<file path="src/sps_pkg.sv">
package sps_pkg;

  localparam int POS_W = 24;
  localparam int UB_W  = 23;
  localparam int SL_W  = 16;
  localparam int TH_W  = 10;
  localparam int TGT_W = 6;
  localparam int PAT_W = 4;
  localparam int IDX_W = 3;
  localparam int CFG_W = UB_W;
  localparam int CFG_IDX_W = 2;

  localparam logic [TH_W-1:0] TH_RST = TH_W'(500);

  // full-step coil phases, bit3 A1, bit2 A2, bit1 B1, bit0 B2
  localparam logic [PAT_W-1:0] PAT_PH1 = 4'd6;
  localparam logic [PAT_W-1:0] PAT_PH2 = 4'd3;
  localparam logic [PAT_W-1:0] PAT_PH3 = 4'd9;
  localparam logic [PAT_W-1:0] PAT_PH4 = 4'd12;
  localparam logic [PAT_W-1:0] PAT_OFF = 4'd0;

  localparam logic [IDX_W-1:0] IDX_STOP_LAST = 3'd0;
  localparam logic [IDX_W-1:0] IDX_HOME_LAST = 3'd3;
  localparam logic [IDX_W-1:0] IDX_STEP_LAST = 3'd4;

  typedef enum logic [CFG_IDX_W-1:0] {
    CFG_MOTION_ENABLE = 2'd0,
    CFG_SWITCH_THRESHOLD = 2'd1,
    CFG_LOOP_LEN = 2'd2,
    CFG_UPPER_BOUND = 2'd3
  } cfg_idx_t;

  typedef enum logic {
    REQ_TICK = 1'b0,
    REQ_HOME = 1'b1
  } req_t;

  typedef struct packed {
    logic              req_type;
    logic [TGT_W-1:0]  target_cm;
    logic [TH_W-1:0]   right_switch_level;
    logic [TH_W-1:0]   left_switch_level;
  } in_item_t;

  typedef struct packed {
    logic [PAT_W-1:0]        coil_pattern;
    logic signed [POS_W-1:0] position_q16;
    logic                    limit_hit;
    logic                    last;
  } out_item_t;

  typedef struct packed {
    logic              active;
    logic              limit;
    logic              right;
    logic [IDX_W-1:0]  last_idx;
    logic signed [POS_W-1:0] pos;
  } burst_desc_t;

  typedef struct packed {
    logic             motion_enable;
    logic [TH_W-1:0]  switch_threshold;
    logic [SL_W-1:0]  loop_len;
    logic [UB_W-1:0]  upper_bound;
  } cfg_t;

  function automatic logic [PAT_W-1:0] seq_pattern(input logic right,
                                                   input logic [IDX_W-1:0] idx);
    logic [PAT_W-1:0] pat;
    unique case (idx)
      3'd0:    pat = right ? PAT_PH3 : PAT_PH1;
      3'd1:    pat = PAT_PH2;
      3'd2:    pat = right ? PAT_PH1 : PAT_PH3;
      3'd3:    pat = PAT_PH4;
      default: pat = PAT_OFF;
    endcase
    return pat;
  endfunction

endpackage

</file>
<file path="src/stepper_position_seeker.sv">
// Full-step stepper position control. Each accepted request is either a control
// tick or a homing step. A tick with motion enabled rounds the Q(FRAC_BITS)
// position to whole cm and, if it differs from target_cm and no bound refuses
// the move, emits either one all-off stop pattern (limit_hit set) when a limit
// switch reads below switch_threshold, or the four coil phases of the chosen
// direction plus all-off, moving the position by one loop length (saturating).
// A homing step emits the left phases (or one stop pattern) and clears the
// position. Every result carries the position after the item; last marks the
// final result. An item that yields no result retires when it is decided, and
// the output register emits one coil pattern per cycle while out_stall allows.
// Input, burst descriptor and output are one register each, so the next request
// is decided while the previous burst finishes, and a request passes the input
// register and the descriptor before its first result reaches the output.
module stepper_position_seeker #(
  parameter int FRAC_BITS = 16
) (
  input  logic                     clk,
  input  logic                     rst_n,
  // configuration write port
  input  logic                     cfg_we,
  input  logic [1:0]               cfg_index,
  input  logic [22:0]              cfg_wdata,
  // request channel
  input  logic                     in_valid,
  output logic                     in_stall,
  input  sps_pkg::in_item_t        in_data,
  // result channel
  output logic                     out_valid,
  input  logic                     out_stall,
  output sps_pkg::out_item_t       out_data
);
  import sps_pkg::*;

  // reset values of the fixed-point registers follow the fraction width
  localparam longint unsigned SL_RAW =
    (64'd706422018 * (64'd1 << FRAC_BITS) + 64'd5000000000) / 64'd10000000000;
  localparam longint unsigned SL_MAX = (64'd1 << SL_W) - 64'd1;
  localparam logic [SL_W-1:0] SL_RST = SL_W'((SL_RAW > SL_MAX) ? SL_MAX : SL_RAW);
  localparam longint unsigned UB_RAW = 64'd38 << FRAC_BITS;
  localparam longint unsigned UB_MAX = (64'd1 << UB_W) - 64'd1;
  localparam logic [UB_W-1:0] UB_RST = UB_W'((UB_RAW > UB_MAX) ? UB_MAX : UB_RAW);

  cfg_t                    cfg_r;
  logic                    ivld_r;
  in_item_t                item_r;
  logic signed [POS_W-1:0] pos_r;
  burst_desc_t             desc;
  logic                    burst_free;
  logic                    dec_go;
  logic                    load;
  logic                    in_xfer;

  // configuration registers; the user must write them only while idle, not enforced
  always_ff @(posedge clk) begin
    if (!rst_n) begin
      cfg_r.motion_enable    <= 1'b0;
      cfg_r.switch_threshold <= TH_RST;
      cfg_r.loop_len         <= SL_RST;
      cfg_r.upper_bound      <= UB_RST;
    end else if (cfg_we) begin
      unique case (cfg_idx_t'(cfg_index))
        CFG_MOTION_ENABLE:    cfg_r.motion_enable    <= cfg_wdata[0];
        CFG_SWITCH_THRESHOLD: cfg_r.switch_threshold <= cfg_wdata[TH_W-1:0];
        CFG_LOOP_LEN:         cfg_r.loop_len         <= cfg_wdata[SL_W-1:0];
        CFG_UPPER_BOUND:      cfg_r.upper_bound      <= cfg_wdata[UB_W-1:0];
        default: ;
      endcase
    end
  end

  // the held request is decided as soon as the pattern burst can take it;
  // requests with no result retire in that same cycle
  assign dec_go   = ivld_r && burst_free;
  assign load     = dec_go && desc.active;
  assign in_stall = ivld_r && !burst_free;
  assign in_xfer  = in_valid && !in_stall;

  always_ff @(posedge clk) begin
    if (!rst_n) begin
      ivld_r <= 1'b0;
      pos_r  <= '0;
    end else begin
      if (in_xfer) begin
        ivld_r <= 1'b1;
      end else if (dec_go) begin
        ivld_r <= 1'b0;
      end
      // position moves when the request is decided, before its patterns go out
      if (dec_go) begin
        pos_r <= desc.pos;
      end
    end
  end

  always_ff @(posedge clk) begin
    if (in_xfer) begin
      item_r <= in_data;
    end
  end

  // direction, bounds, switches, rounding and the next position
  sps_decide #(
    .FRAC_BITS (FRAC_BITS)
  ) u_decide (
    .item (item_r),
    .cfg  (cfg_r),
    .pos  (pos_r),
    .desc (desc)
  );

  // steps through the coil sequence, one result transfer per cycle unless stalled
  sps_burst u_burst (
    .clk       (clk),
    .rst_n     (rst_n),
    .load      (load),
    .desc      (desc),
    .free      (burst_free),
    .out_valid (out_valid),
    .out_stall (out_stall),
    .out_data  (out_data)
  );

endmodule

</file>
<file path="src/sps_decide.sv">
module sps_decide #(
  parameter int FRAC_BITS = 16
) (
  input  sps_pkg::in_item_t        item,
  input  sps_pkg::cfg_t            cfg,
  input  logic signed [23:0]       pos,
  output sps_pkg::burst_desc_t     desc
);
  import sps_pkg::*;

  localparam int CMP_W = (TGT_W + FRAC_BITS >= POS_W) ? TGT_W + FRAC_BITS + 1 : POS_W + 1;
  localparam logic [POS_W:0] HALF = (POS_W+1)'(1) << (FRAC_BITS - 1);

  logic              pressed;
  logic              neg;
  logic [POS_W:0]    mag;
  logic [POS_W:0]    rnd;
  logic              at_target;
  logic signed [CMP_W-1:0] tgt_fix;
  logic signed [CMP_W-1:0] pos_ext;
  logic              right;
  logic              blocked;
  logic signed [POS_W:0] sum;
  logic signed [POS_W-1:0] pos_step;

  assign pressed = (item.right_switch_level < cfg.switch_threshold) ||
                   (item.left_switch_level < cfg.switch_threshold);

  // round half away from zero to whole cm
  assign neg = pos[POS_W-1];
  assign mag = neg ? -{pos[POS_W-1], pos} : {1'b0, pos};
  assign rnd = (mag + HALF) >> FRAC_BITS;
  assign at_target = neg ? ((rnd == '0) && (item.target_cm == '0))
                         : (rnd == (POS_W+1)'(item.target_cm));

  assign tgt_fix = $signed(CMP_W'(item.target_cm) << FRAC_BITS);
  assign pos_ext = CMP_W'(pos);
  assign right   = tgt_fix >= pos_ext;

  assign blocked = right ? (pos > $signed({1'b0, cfg.upper_bound})) : neg;

  assign sum = right ? ((POS_W+1)'(pos) + $signed({1'b0, (POS_W)'(cfg.loop_len)}))
                     : ((POS_W+1)'(pos) - $signed({1'b0, (POS_W)'(cfg.loop_len)}));

  always_comb begin
    if (sum[POS_W] != sum[POS_W-1]) begin
      pos_step = sum[POS_W] ? {1'b1, {(POS_W-1){1'b0}}} : {1'b0, {(POS_W-1){1'b1}}};
    end else begin
      pos_step = sum[POS_W-1:0];
    end
  end

  always_comb begin
    desc.active   = 1'b0;
    desc.limit    = 1'b0;
    desc.right    = 1'b0;
    desc.last_idx = IDX_STOP_LAST;
    desc.pos      = pos;
    if (item.req_type == REQ_HOME) begin
      desc.active   = 1'b1;
      desc.limit    = pressed;
      desc.last_idx = pressed ? IDX_STOP_LAST : IDX_HOME_LAST;
      desc.pos      = '0;
    end else if (cfg.motion_enable && !at_target && !blocked) begin
      desc.active = 1'b1;
      if (pressed) begin
        desc.limit = 1'b1;
      end else begin
        desc.right    = right;
        desc.last_idx = IDX_STEP_LAST;
        desc.pos      = pos_step;
      end
    end
  end

endmodule

</file>
<file path="src/sps_burst.sv">
module sps_burst (
  input  logic                 clk,
  input  logic                 rst_n,
  input  logic                 load,
  input  sps_pkg::burst_desc_t desc,
  output logic                 free,
  output logic                 out_valid,
  input  logic                 out_stall,
  output sps_pkg::out_item_t   out_data
);
  import sps_pkg::*;

  logic             busy_r, busy_nxt;
  logic [IDX_W-1:0] idx_r, idx_nxt;
  burst_desc_t      desc_r;
  logic             out_valid_r, out_valid_nxt;
  out_item_t        out_data_r, out_data_nxt;
  logic             out_free;
  logic             emit;
  logic             fin;

  assign out_free = !out_valid_r || !out_stall;
  assign emit     = busy_r && out_free;
  assign fin      = emit && (idx_r == desc_r.last_idx);
  assign free     = !busy_r || fin;

  always_comb begin
    busy_nxt      = busy_r;
    idx_nxt       = idx_r;
    out_valid_nxt = out_valid_r;
    out_data_nxt  = out_data_r;
    if (out_valid_r && !out_stall) begin
      out_valid_nxt = 1'b0;
    end
    if (emit) begin
      out_valid_nxt             = 1'b1;
      out_data_nxt.coil_pattern = desc_r.limit ? PAT_OFF : seq_pattern(desc_r.right, idx_r);
      out_data_nxt.position_q16 = desc_r.pos;
      out_data_nxt.limit_hit    = desc_r.limit;
      out_data_nxt.last         = fin;
      idx_nxt                   = idx_r + 1'b1;
    end
    if (fin) begin
      busy_nxt = 1'b0;
    end
    if (load) begin
      busy_nxt = 1'b1;
      idx_nxt  = '0;
    end
  end

  always_ff @(posedge clk) begin
    if (!rst_n) begin
      busy_r      <= 1'b0;
      idx_r       <= '0;
      out_valid_r <= 1'b0;
    end else begin
      busy_r      <= busy_nxt;
      idx_r       <= idx_nxt;
      out_valid_r <= out_valid_nxt;
    end
  end

  always_ff @(posedge clk) begin
    out_data_r <= out_data_nxt;
    if (load) begin
      desc_r <= desc;
    end
  end

  assign out_valid = out_valid_r;
  assign out_data  = out_data_r;

  // burst index never runs past its last pattern
  a_idx_range: assert property (@(posedge clk) disable iff (!rst_n)
    busy_r |-> (idx_r <= desc_r.last_idx))
    else $error("burst index beyond last pattern");

  // a limit stop is a single all-off result
  a_stop_single: assert property (@(posedge clk) disable iff (!rst_n)
    (out_valid_r && out_data_r.limit_hit) |->
      (out_data_r.last && (out_data_r.coil_pattern == PAT_OFF)))
    else $error("limit stop is not a single off pattern");

  // the burst goes idle after its last result unless a new one is loaded
  a_idle_after_last: assert property (@(posedge clk) disable iff (!rst_n)
    (fin && !load) |=> !busy_r)
    else $error("burst still busy after last result");

  // a new burst is only loaded when the previous one is finished
  a_no_overrun: assert property (@(posedge clk) disable iff (!rst_n)
    (busy_r && !fin) |-> !load)
    else $error("burst overwritten while in progress");

endmodule
</file>
<file path="config.mk">
export PLATFORM = sky130hd
export DESIGN_NAME = stepper_position_seeker
export DESIGN_NICKNAME = d
export VERILOG_FILES = /design/src/sps_pkg.sv /design/src/stepper_position_seeker.sv /design/src/sps_decide.sv /design/src/sps_burst.sv
export SDC_FILE = /design/constraint.sdc
export NUM_CORES = 1
export LEC_CHECK = 0
export BUFFER_PORTS_ARGS = -buffer_cell sky130_fd_sc_hd__buf_2
export CAP_MARGIN = 20
export CORE_MARGIN = 2
export CORE_UTILIZATION = 32
export DETAILED_ROUTE_END_ITERATION = 8
export GPL_ROUTABILITY_DRIVEN = 0
export GPL_TIMING_DRIVEN = 0
export PLACE_DENSITY = 0.5
export SLEW_MARGIN = 20
export SYNTH_ARGS = -nofsm -noshare
export SYNTH_HDL_FRONTEND = slang
export SYNTH_SLANG_ARGS = --single-unit
</file>
<file path="constraint.sdc">
create_clock -name clk -period 9.03 [get_ports clk]
set_input_delay 1.806 -clock clk [delete_from_list [all_inputs] [get_ports clk]]
set_output_delay 1.806 -clock clk [all_outputs]
set_load 0.01 [all_outputs]
</file>
### Word-level counts from Yosys, hierarchy flattened

Index checks and enable logic that the tools add are counted.

| storage, ports and cells | value |
|---|---|
| RAM bits | 0 |
| memories | 0 |
| bits in latches | 0 |
| flip-flop bits (word level) | 166 |
| input port bits | 57 |
| logic and storage cells | 95 |
| output and inout bits | 32 |
| ROM bits | 0 |

| operators by class | value |
|---|---|
| add/sub/neg operators | 5 |
| divide/modulo/power cells | 0 |
| multiply operators | 0 |
| magnitude comparators | 4 |
| bitwise logic cells | 2 |
| equal/unequal tests | 9 |
| reductions and logical operators | 33 |
| muxes and demuxes | 21 |
| shift-type cells | 0 |

Operator list:

| operator | number |
|---|---|
| 25-bit 2-to-1 mux | 2 |
| 24-bit 2-to-1 mux | 2 |
| 30-bit 2-to-1 mux | 1 |
| 28-bit 2-to-1 mux | 1 |
| 27-bit 2-to-1 mux | 1 |
| 24-bit by 17-bit adder with 25-bit output | 1 |
| 25-bit by 16-bit adder with 25-bit output (second input constant) | 1 |
| 25-bit logical NOT | 1 |
| 25-bit negation | 1 |
| 24-bit by 17-bit subtractor with 25-bit output | 1 |
| 23-bit by 24-bit greater-or-equal comparator with 1-bit output | 1 |
| 24-bit greater-than comparator | 1 |
| 10-bit < comparator | 2 |
| 4-bit case mux with 4 select lines | 1 |
| 1-bit logical AND | 10 |
| 9-bit by 6-bit equality test with 1-bit output | 1 |
| 1-bit 2-to-1 mux | 9 |
| 4-bit 2-to-1 mux | 2 |
| 2-bit AND reduction | 4 |
| 1-bit logical NOT | 7 |
| 3-bit by 2-bit equality test with 1-bit output (second input constant) | 2 |
| 6-bit logical NOT | 1 |
| 2-bit nonzero test | 3 |
| 2-bit equality test (second input constant) | 2 |
| other kinds (12) | 16 |

### Logic depth before layout (Yosys ltp)

Gate-level depths: netlist of the first run.

| logic depth | value |
|---|---|
| depth in word-level cells | 13 |
| gate-level depth with buffers | 29 |
| mapped depth without buffers | 27 |

### By module

A second synthesis of the first run with hierarchy kept.

| second synthesis, totals | value |
|---|---|
| cell total of the unflattened synthesis | 1007 |
| area total of the unflattened synthesis | 10143.5 um^2 |

By module, submodules not included:

| module | times used | area an instance (um^2) | cells each | sequential area each (um^2) |
|---|---|---|---|---|
| sps_decide | 1 | 4105.2 | 560 | 0.0 |
| stepper_position_seeker | 1 | 3901.2 | 347 | 2312.2 |
| sps_burst | 1 | 2137.0 | 100 | 1871.8 |

### Least setup slack after synthesis of the first run

No wires, ideal clock.

| timing path | value |
|---|---|
| path kind | input-to-reg |
| from | in out_stall |
| to | reg u_burst.desc_r[0] in the netlist's numbering (enable) |
| setup time | 0.438 ns |
| stages on the path | 5 |
| data required time | 8.592 ns |
| arrival | 5.908 ns |
| slack | 2.685 ns |
| buffers on the path | 0 |
| path through | a21boi_1 -> o211ai_1 -> and2_1 -> nand2b_1 -> a31oi_1 |

| between the ends | value |
|---|---|
| longest elaborated chain between the ends | 7 |

Ends and longest elaborated chain:

| item | line | text |
|---|---|---|
| from (decl) | stepper_position_seeker.sv:29 | `input logic out_stall,` |
| 1-bit logical NOT | sps_burst.sv:22 | `assign out_free = !out_valid_r \|\| !out_stall;` |
| 1-bit logical OR | sps_burst.sv:22 |  |
| 1-bit logical AND | sps_burst.sv:23 | `assign emit = busy_r && out_free;` |
| 1-bit logical AND | sps_burst.sv:24 | `assign fin = emit && (idx_r == desc_r.last_idx);` |
| 1-bit logical OR | sps_burst.sv:25 | `assign free = !busy_r \|\| fin;` |
| 1-bit logical AND | stepper_position_seeker.sv:73 | `assign dec_go = ivld_r && burst_free;` |
| 1-bit logical AND | stepper_position_seeker.sv:74 | `assign load = dec_go && desc.active;` |
| via load | stepper_position_seeker.sv:50 | `logic load;` |
| to (signal assigned) | sps_burst.sv:67 | `desc_r <= desc;` |
| to (decl) | sps_burst.sv:15 | `burst_desc_t desc_r;` |

The timed path passes the listed nets, and every way through them passes these cells.
A chain may end at the register's enable or synchronous reset.

==> metrics.csv, run 1 <==
metric;value;unit
DRC violations left;0;
Flop pwr share;46.9;%
Tot GR Track Use;17.6;%
initial antenna violation count;0;
nets;1310;
Yosys top cell area share;25.5;%
Core Region;0.0307;mm²
GRT overflow;0;
Distinct cells, synth;85;
TritonCTS clock tree;done;
Final period util;94.0;%
Setup Slack @ Placement;0.338;ns
1st-pass router iterations;5;
Vias/cell;5.29;
CP endpoint kind;flop;
Worst-path clk slew;0.07;ns
die area;0.0327;mm²
P_int;1.27;mW
Final Core Density;37.9;%
Clk pwr share;38.7;%
global-route wire length before repair;45100;µm
Worst Hold End;u_burst.out_data[4];
share of layout cells above drive strength 1;13.4;%
IO Pins;89;
clk_skew;0.0116;ns
Slew Limit Fails;0;
path category of the worst min-delay check;reg2reg;
post-route design area;0.0116;mm²
root buf cell;clkbuf_16;
worst setup path class;reg2reg;
Seq/Total Area, Yosys;41.5;%
Post-CTS Resized;0;
CTS Buffer Depth;2;
Power Total;1.77;mW
cell taking the most area after synthesis;edfxtp_1;
port buffer count;88;
routed via count;8355;
status;complete, no violations;
arrival time worst endpoint;8.70;ns
Hold Buf Count CTS;0;
clock latency on the worst-skew pair;0.44;ns
max cap viols;0;
Cell Area, Placed;0.0111;mm²
Area Overhead vs Synth;16.1;%
switching share of power;28.3;%
Synth Register Bits;165;
cts bufs inserted;17;
top cells by area, synth;edfxtp_1 25%, dfxtp_1 16%, ha_1 10%;
largest net degree at the start of global routing;26;
average cell area after synthesis;9.46;µm²
Worst Path Required;9.24;ns
final worst slack;0.542;ns
asr flop ratio synth;0;%
number of flops mapped to enable cells by yosys;85;
post-route insts no fill;1580;
DPL Wire Length;22500;µm
Max H-tree Level;4;
Comb power frac;14.4;%
Sw Pwr;0.500;mW
Max Clock Freq;0.118;GHz
unrepaired setup endpoints after global routing;false;
wire length per cell;18.1;µm
register-to-register setup slack;0.54;ns
CP most frequent cell;o211ai_1;
maximum fanout along the worst path;10;
Final TNS setup;0;ns
vias in the first global route;8018;
Syn Nets;1198;
clk sinks;165;
Worst VDD drop;0.125;mV
setup violators final;0;
area of the mapped netlist;0.0100;mm²
dominant synthesized flop cell;edfxtp_1;
Syn Inst Count;1059;
Initial Util;32.6;%
R2R depth;29;
crit path launch type;flop;
hold path depth;0;
Least-Margin Pin Slew;0.825;ns
max incr delay on CP;0.52;ns
standard-cell row count;64;
Fin Hold WS;0.419;ns
Die Span Y;181;µm
placed cell count;1546;
chip width;181;µm
P per Cell Area;152;mW/mm²
setup bufs post-CTS;0;
Final Hold Vio Count;0;
CP max stage cell;dfxtp_1;
Lkg Pwr;4.53;nW
Final min period;8.49;ns
RR Endpoint;u_burst.desc_r[20];
final WL;28600;µm
n_diodes;0;
antenna viol nets, final;0;
RR Startpoint;pos_r[17];
yosys warns;0;
Rel. slew slack;45.0;%
Iter 0 DRT Violations;574;
Hold Path Origin;u_burst.desc_r[2];
worst max path at each step:
stage                    from  slack, ns  cells after the start            endpoint
floorplan           out_stall       2.68                      5   u_burst.desc_r[0]
global placement    pos_r[17]       0.24                     27  u_burst.desc_r[20]
detailed placement  pos_r[17]       0.34                     27  u_burst.desc_r[20]
CTS                 pos_r[17]       0.27                     27  u_burst.desc_r[20]
global route        pos_r[17]       0.04                     28  u_burst.desc_r[20]
finish              pos_r[17]       0.54                     29  u_burst.desc_r[20]
kinds of logic after synthesis:
group	Yosys count	synth area share (%)
buf+inv	109	4.41
mux	3	0.312
flops	165	41.5
fa+ha+maj	82	10.3
simple gates	359	17.2
xor+xnor	42	3.95
compound gates	299	22.4
final cells by class:
class / instances / area [µm²]
fill: 3056 / 19000
multi-input combinational: 785 / 5450
sequential: 165 / 4150
timing repair buffer: 93 / 538
tap: 396 / 495
clock buffer: 17 / 425
buffer: 51 / 224
inverter: 58 / 218
clock inverter: 15 / 124
cells in the mapped netlist (15+ instances only):
| cell | count |
|---|---|
| o21ai_0 | 25 |
| xnor2_1 | 25 |
| edfxtp_1 | 85 |
| a22o_1 | 15 |
| nor3_1 | 45 |
| xor2_1 | 15 |
| inv_1 | 55 |
| ha_1 | 81 |
| nor2_1 | 46 |
| a21boi_0 | 37 |
| nand2_1 | 157 |
| nand3_1 | 26 |
| dfxtp_1 | 80 |
| a21oi_1 | 58 |
| clkbuf_1 | 37 |
| o211ai_1 | 30 |
sequential cells by signal (all words and copies together) (netlist names):
register / count
cfg_r: 50
u_burst.out_valid: 1
item_r: 27
pos_r: 24
u_burst.out_data: 30
u_burst.busy_r: 1
u_burst.idx_r: 3
ivld_r: 1
u_burst.desc_r: 28
worst max-delay path: cells and delay by family (launching register included):
| kind | cells | cell delay [ns] |
|---|---|---|
| flops | 1 | 0.52 |
| simple gates | 2 | 0.68 |
| buf+inv | 6 | 1.70 |
| xor+xnor | 1 | 0.10 |
| compound gates | 17 | 4.16 |
| fa+ha+maj | 3 | 1.06 |
placed cells by master, fill, tap and decap left out, types with 17 or more instances in the layout:
cell,netlist,final
a21boi_0,37,37
a21oi_1,58,58
buf_2,8,96
clkbuf_1,37,37
clkbuf_16,0,17
dfxtp_1,80,80
edfxtp_1,85,85
ha_1,81,81
inv_1,55,55
nand2_1,157,157
nand3_1,26,26
nor2_1,46,46
nor3_1,45,45
o211ai_1,30,30
o21ai_0,25,25
xnor2_1,25,25
routing by layer:
| layer | up-vias | GRT usage (%) | wire length, µm |
|---|---|---|---|
| li1 | 4177 | - | - |
| met1 | 3955 | 24.8 | 13800 |
| met2 | 192 | 27.8 | 12900 |
| met3 | 31 | 2.70 | 1280 |
| met4 | 0 | 5.42 | 633 |
| met5 | - | 0 | 0 |
power groups by stage:
stage	Clock (mW)	Sequential [mW]	Combinational (mW)
2_1_floorplan	0	0.847	0.163
3_3_place_gp	0	0.848	0.245
3_5_place_dp	0	0.846	0.253
4_1_cts	0.701	0.830	0.254
5_1_grt	0.728	0.832	0.284
6_report	0.684	0.829	0.255
(Power assumes the default switching activity.)
==> run 2, diff against run 1 <==
--- a/config.mk
+++ b/config.mk
@@ -13,7 +13,9 @@
 export GPL_ROUTABILITY_DRIVEN = 0
 export GPL_TIMING_DRIVEN = 0
 export PLACE_DENSITY = 0.5
+export REMOVE_ABC_BUFFERS = 1
 export SLEW_MARGIN = 20
 export SYNTH_ARGS = -nofsm -noshare
 export SYNTH_HDL_FRONTEND = slang
+export SYNTH_HIERARCHICAL = 1
 export SYNTH_SLANG_ARGS = --single-unit
==> run 2 against run 1 <==
  * Hold slack got worse by 0.0070 ns
  * Die area grew 1.3%
  * Clock-buffer cell count increased by 3
  * First-iteration DRC count is 31% lower
  * Synthesized cell count decreased by 4.9%
  * Utilization decreased by 1.5 points
  * Via count shrank 9.4%
  * Non-clock buffer count decreased by 52
  * Sequential power increased by 2%
  * Total power down 0.25%
  * Cell count decreased by 6.2%
==> metrics.csv, run 2 <==
metric;value;unit;change
Worst VDD drop;0.122;mV;was 0.125 mV
register area;0.00419;mm²;was 0.00415 mm²
TritonCTS clock tree;done;;unchanged
Hold Buf Count CTS;0;;unchanged
chip width;182;µm;was 181 µm
global route hottest layer;met2;;unchanged
Flop pwr share;47.8;%;was 46.9%
n_diodes;0;;unchanged
antenna viol nets, final;0;;unchanged
P per Cell Area;154;mW/mm²;was 152 mW/mm²
Clk pwr share;39.0;%;was 38.7%
most frequent cells in the layout;87 x buf_2, 86 x edfxtp_1, 85 x nand2_1;;was 157 x nand2_1, 96 x buf_2, 85 x edfxtp_1
vias in the first global route;7173;;was 8018
post-route design area;0.0114;mm²;was 0.0116 mm²
yosys warns;6;;was 0
multi-input logic area;0.00540;mm²;was 0.00545 mm²
clk sinks;166;;was 165
Yosys top cell area share;25.5;%;about the same
Worst Path Required;9.37;ns;was 9.24 ns
Rel. slew slack;34.4;%;was 45.0%
setup bufs post-CTS;0;;unchanged
commonest non-fill, non-tap cell in the layout;buf_2;;was nand2_1
met3 GRT Util;3.09;%;was 2.70%
most numerous cell in the Yosys netlist;edfxtp_1;;was nand2_1
max incr delay on CP;0.72;ns;was 0.52 ns
grt met2 use;23.4;%;was 27.8%
# fillers;3248;;was 3056
Largest register FFs;50;;unchanged
standard-cell row count;65;;was 64
Area Overhead vs Synth;12.8;%;was 16.1%
Top reg by flops;cfg_r;;unchanged
number of flops mapped to enable cells by yosys;86;;was 85
Initial Util;32.3;%;was 32.6%
CP endpoint kind;flop;;unchanged
Crit path max-delay family;compound AO/OA/AOI/OAI gates;;unchanged
Max H-tree Level;4;;unchanged
Final min period;8.24;ns;was 8.49 ns
M1 GR Usage;20.9;%;was 24.8%
DPL Wire Length;18700;µm;was 22500 µm
largest net degree at the start of global routing;76;;was 26
dominant synthesized flop cell;edfxtp_1;;unchanged
initial antenna violation count;1;;was 0
Synth Register Bits;166;;was 165
clk_skew;0.0110;ns;was 0.0116 ns
asr flop ratio synth;0;%;unchanged
max cap viols;0;;unchanged
GRT overflow;0;;unchanged
Core Region;0.0314;mm²;was 0.0307 mm²
area of the mapped netlist;0.0101;mm²;was 0.0100 mm²
P_int;1.30;mW;was 1.27 mW
final WL;24500;µm;was 28600 µm
Die Span Y;182;µm;was 181 µm
leading cell types by count after synthesis;86 x edfxtp_1, 85 x nand2_1, 81 x ha_1;;was 157 x nand2_1, 85 x edfxtp_1, 81 x ha_1
maximum fanout along the worst path;19;;was 10
average cell area after synthesis;10.1;µm²;was 9.46 µm²
Lkg Pwr;4.63;nW;was 4.53 nW
Iter 0 DRT Violations;395;;was 574
Bufs and invs on worst path;2;;was 6
worst setup path class;reg2reg;;unchanged
routed via count;7572;;was 8355
Sw Pwr;0.461;mW;was 0.500 mW
Distinct cells, synth;90;;was 85
root buf cell;clkbuf_16;;unchanged
Cell Area, Placed;0.0109;mm²;was 0.0111 mm²
Worst-path clk slew;0.07;ns;about the same
port buffer count;88;;unchanged
arrival time worst endpoint;8.58;ns;was 8.70 ns
path category of the worst min-delay check;reg2reg;;unchanged
CTS Buffer Depth;2;;unchanged
global-route wire length before repair;39200;µm;was 45100 µm
Seq/Total Area, Yosys;41.2;%;was 41.5%
1st-pass router iterations;5;;unchanged
switching share of power;26.2;%;was 28.3%
die area;0.0331;mm²;was 0.0327 mm²
cell taking the most area after synthesis;edfxtp_1;;unchanged
unrepaired setup endpoints after global routing;false;;unchanged
Final TNS setup;0;ns;unchanged
Post-CTS Resized;0;;unchanged
clock latency on the worst-skew pair;0.44;ns;about the same
DRC violations left;0;;unchanged
status;complete, no violations;;unchanged
top cells by area, synth;edfxtp_1 25%, dfxtp_1 16%, ha_1 10%;;unchanged
Comb power frac;13.3;%;was 14.4%
Final Hold Vio Count;0;;unchanged
Tot GR Track Use;15.1;%;was 17.6%
setup violators final;0;;unchanged
Final period util;91.3;%;was 94.0%
cts bufs inserted;17;;unchanged
crit path cell chain;inv_1 > ha_1 > a211o_1 > a21oi_1 > a221o_1 > nor2_2 > nor2_2 > o21ai_0 > ha_1 > a211oi_1 > o21a_1 > o21ai_0 > a311oi_1 > o21ai_0 > a31oi_1 > o21bai_1 > a21oi_1 > xnor2_1 > ha_1 > inv_1 > a2111oi_0 > nor3_1 > and3_1 > o21a_1;;
Slew Limit Fails;0;;unchanged
IO Pins;89;;unchanged
Least-Margin Pin Slew;0.982;ns;was 0.825 ns
CP max stage cell;a311oi_1;;was dfxtp_1
nets;1206;;was 1310
crit path launch type;flop;;unchanged
Vias/cell;5.11;;was 5.29
wire length per cell;16.5;µm;was 18.1 µm
Max Clock Freq;0.121;GHz;was 0.118 GHz
Syn Inst Count;1007;;was 1059
share of layout cells above drive strength 1;14.9;%;was 13.4%
[run 2: area by class of cell]
type / instances / area share [%]
sequential: 166 / 36.6
inverter: 70 / 2.30
timing repair buffer: 92 / 4.66
clock inverter: 12 / 0.930
tap: 402 / 4.40
clock buffer: 20 / 3.91
multi-input combinational: 720 / 47.2
[run 2: per-stage QoR]
stage / std cells / setup WS, ns / hold slack (ns) / total power [mW] / utilization (%)
2_1_floorplan: 956 / 2.55 / 0.400 / 1.01 / -
3_3_place_gp: 1446 / 0.424 / 0.404 / 1.09 / 34.3
3_5_place_dp: 1449 / 0.860 / 0.405 / 1.09 / 34.6
4_1_cts: 1481 / 0.808 / 0.417 / 1.79 / 36.3
5_1_grt: 1482 / 0.0685 / 0.427 / 1.85 / 36.4
6_report: 1482 / 0.789 / 0.412 / 1.76 / 36.4
[run 2: power by group through the flow]
stage,sequential [mW],combinational [mW],clock (mW)
finish,0.842,0.234,0.688
CTS,0.843,0.233,0.711
global placement,0.861,0.225,0
global route,0.846,0.261,0.746
detailed placement,0.860,0.232,0
floorplan,0.857,0.153,0
[run 2: final timing paths]
path,startpoint,endpoint,slack (ns),depth (start not counted)
worst max register to register,pos_r[20],pos_r[6],0.79,24
worst max-delay path,pos_r[20],pos_r[6],0.79,24
worst min register to register,u_burst/desc_r[2],u_burst/out_data[4],0.41,0
worst min-delay path,u_burst/desc_r[2],u_burst/out_data[4],0.41,0
[run 2: per-layer routing]
| layer | routed length (µm) | share of wire [%] | vias up |
|---|---|---|---|
| met5 | 13 | 0.053 | - |
| met4 | 416 | 1.7 | 2 |
| met3 | 959 | 3.9 | 20 |
| met2 | 10900 | 45 | 144 |
| met1 | 12200 | 50 | 3564 |
| li1 | - | - | 3842 |
[run 2: worst register-to-register path, cell delays in order (launching register included)]
cell	delay (ns)
dfxtp_1	0.70
inv_1	0.26
ha_1	0.27
a211o_1	0.26
a21oi_1	0.30
a221o_1	0.34
nor2_2	0.14
nor2_2	0.59
o21ai_0	0.38
ha_1	0.40
a211oi_1	0.32
o21a_1	0.21
o21ai_0	0.20
a311oi_1	0.72
o21ai_0	0.29
a31oi_1	0.33
o21bai_1	0.10
a21oi_1	0.26
xnor2_1	0.11
ha_1	0.67
inv_1	0.30
a2111oi_0	0.49
nor3_1	0.14
and3_1	0.19
o21a_1	0.17
[run 2: cells by family (layout without fill, tap and decap cells)]
kind of cell	count (synthesis)	after routing	share of synthesized area (%)
AND/OR/NAND/NOR	285	285	14.7
AO/OA/AOI/OAI	259	259	19.5
flip-flops	166	166	41.2
buffers and inverters	121	194	5.65
adder cells (fa/ha/maj)	82	82	10.2
XOR/XNOR	49	49	4.23
multiplexers	45	45	4.47
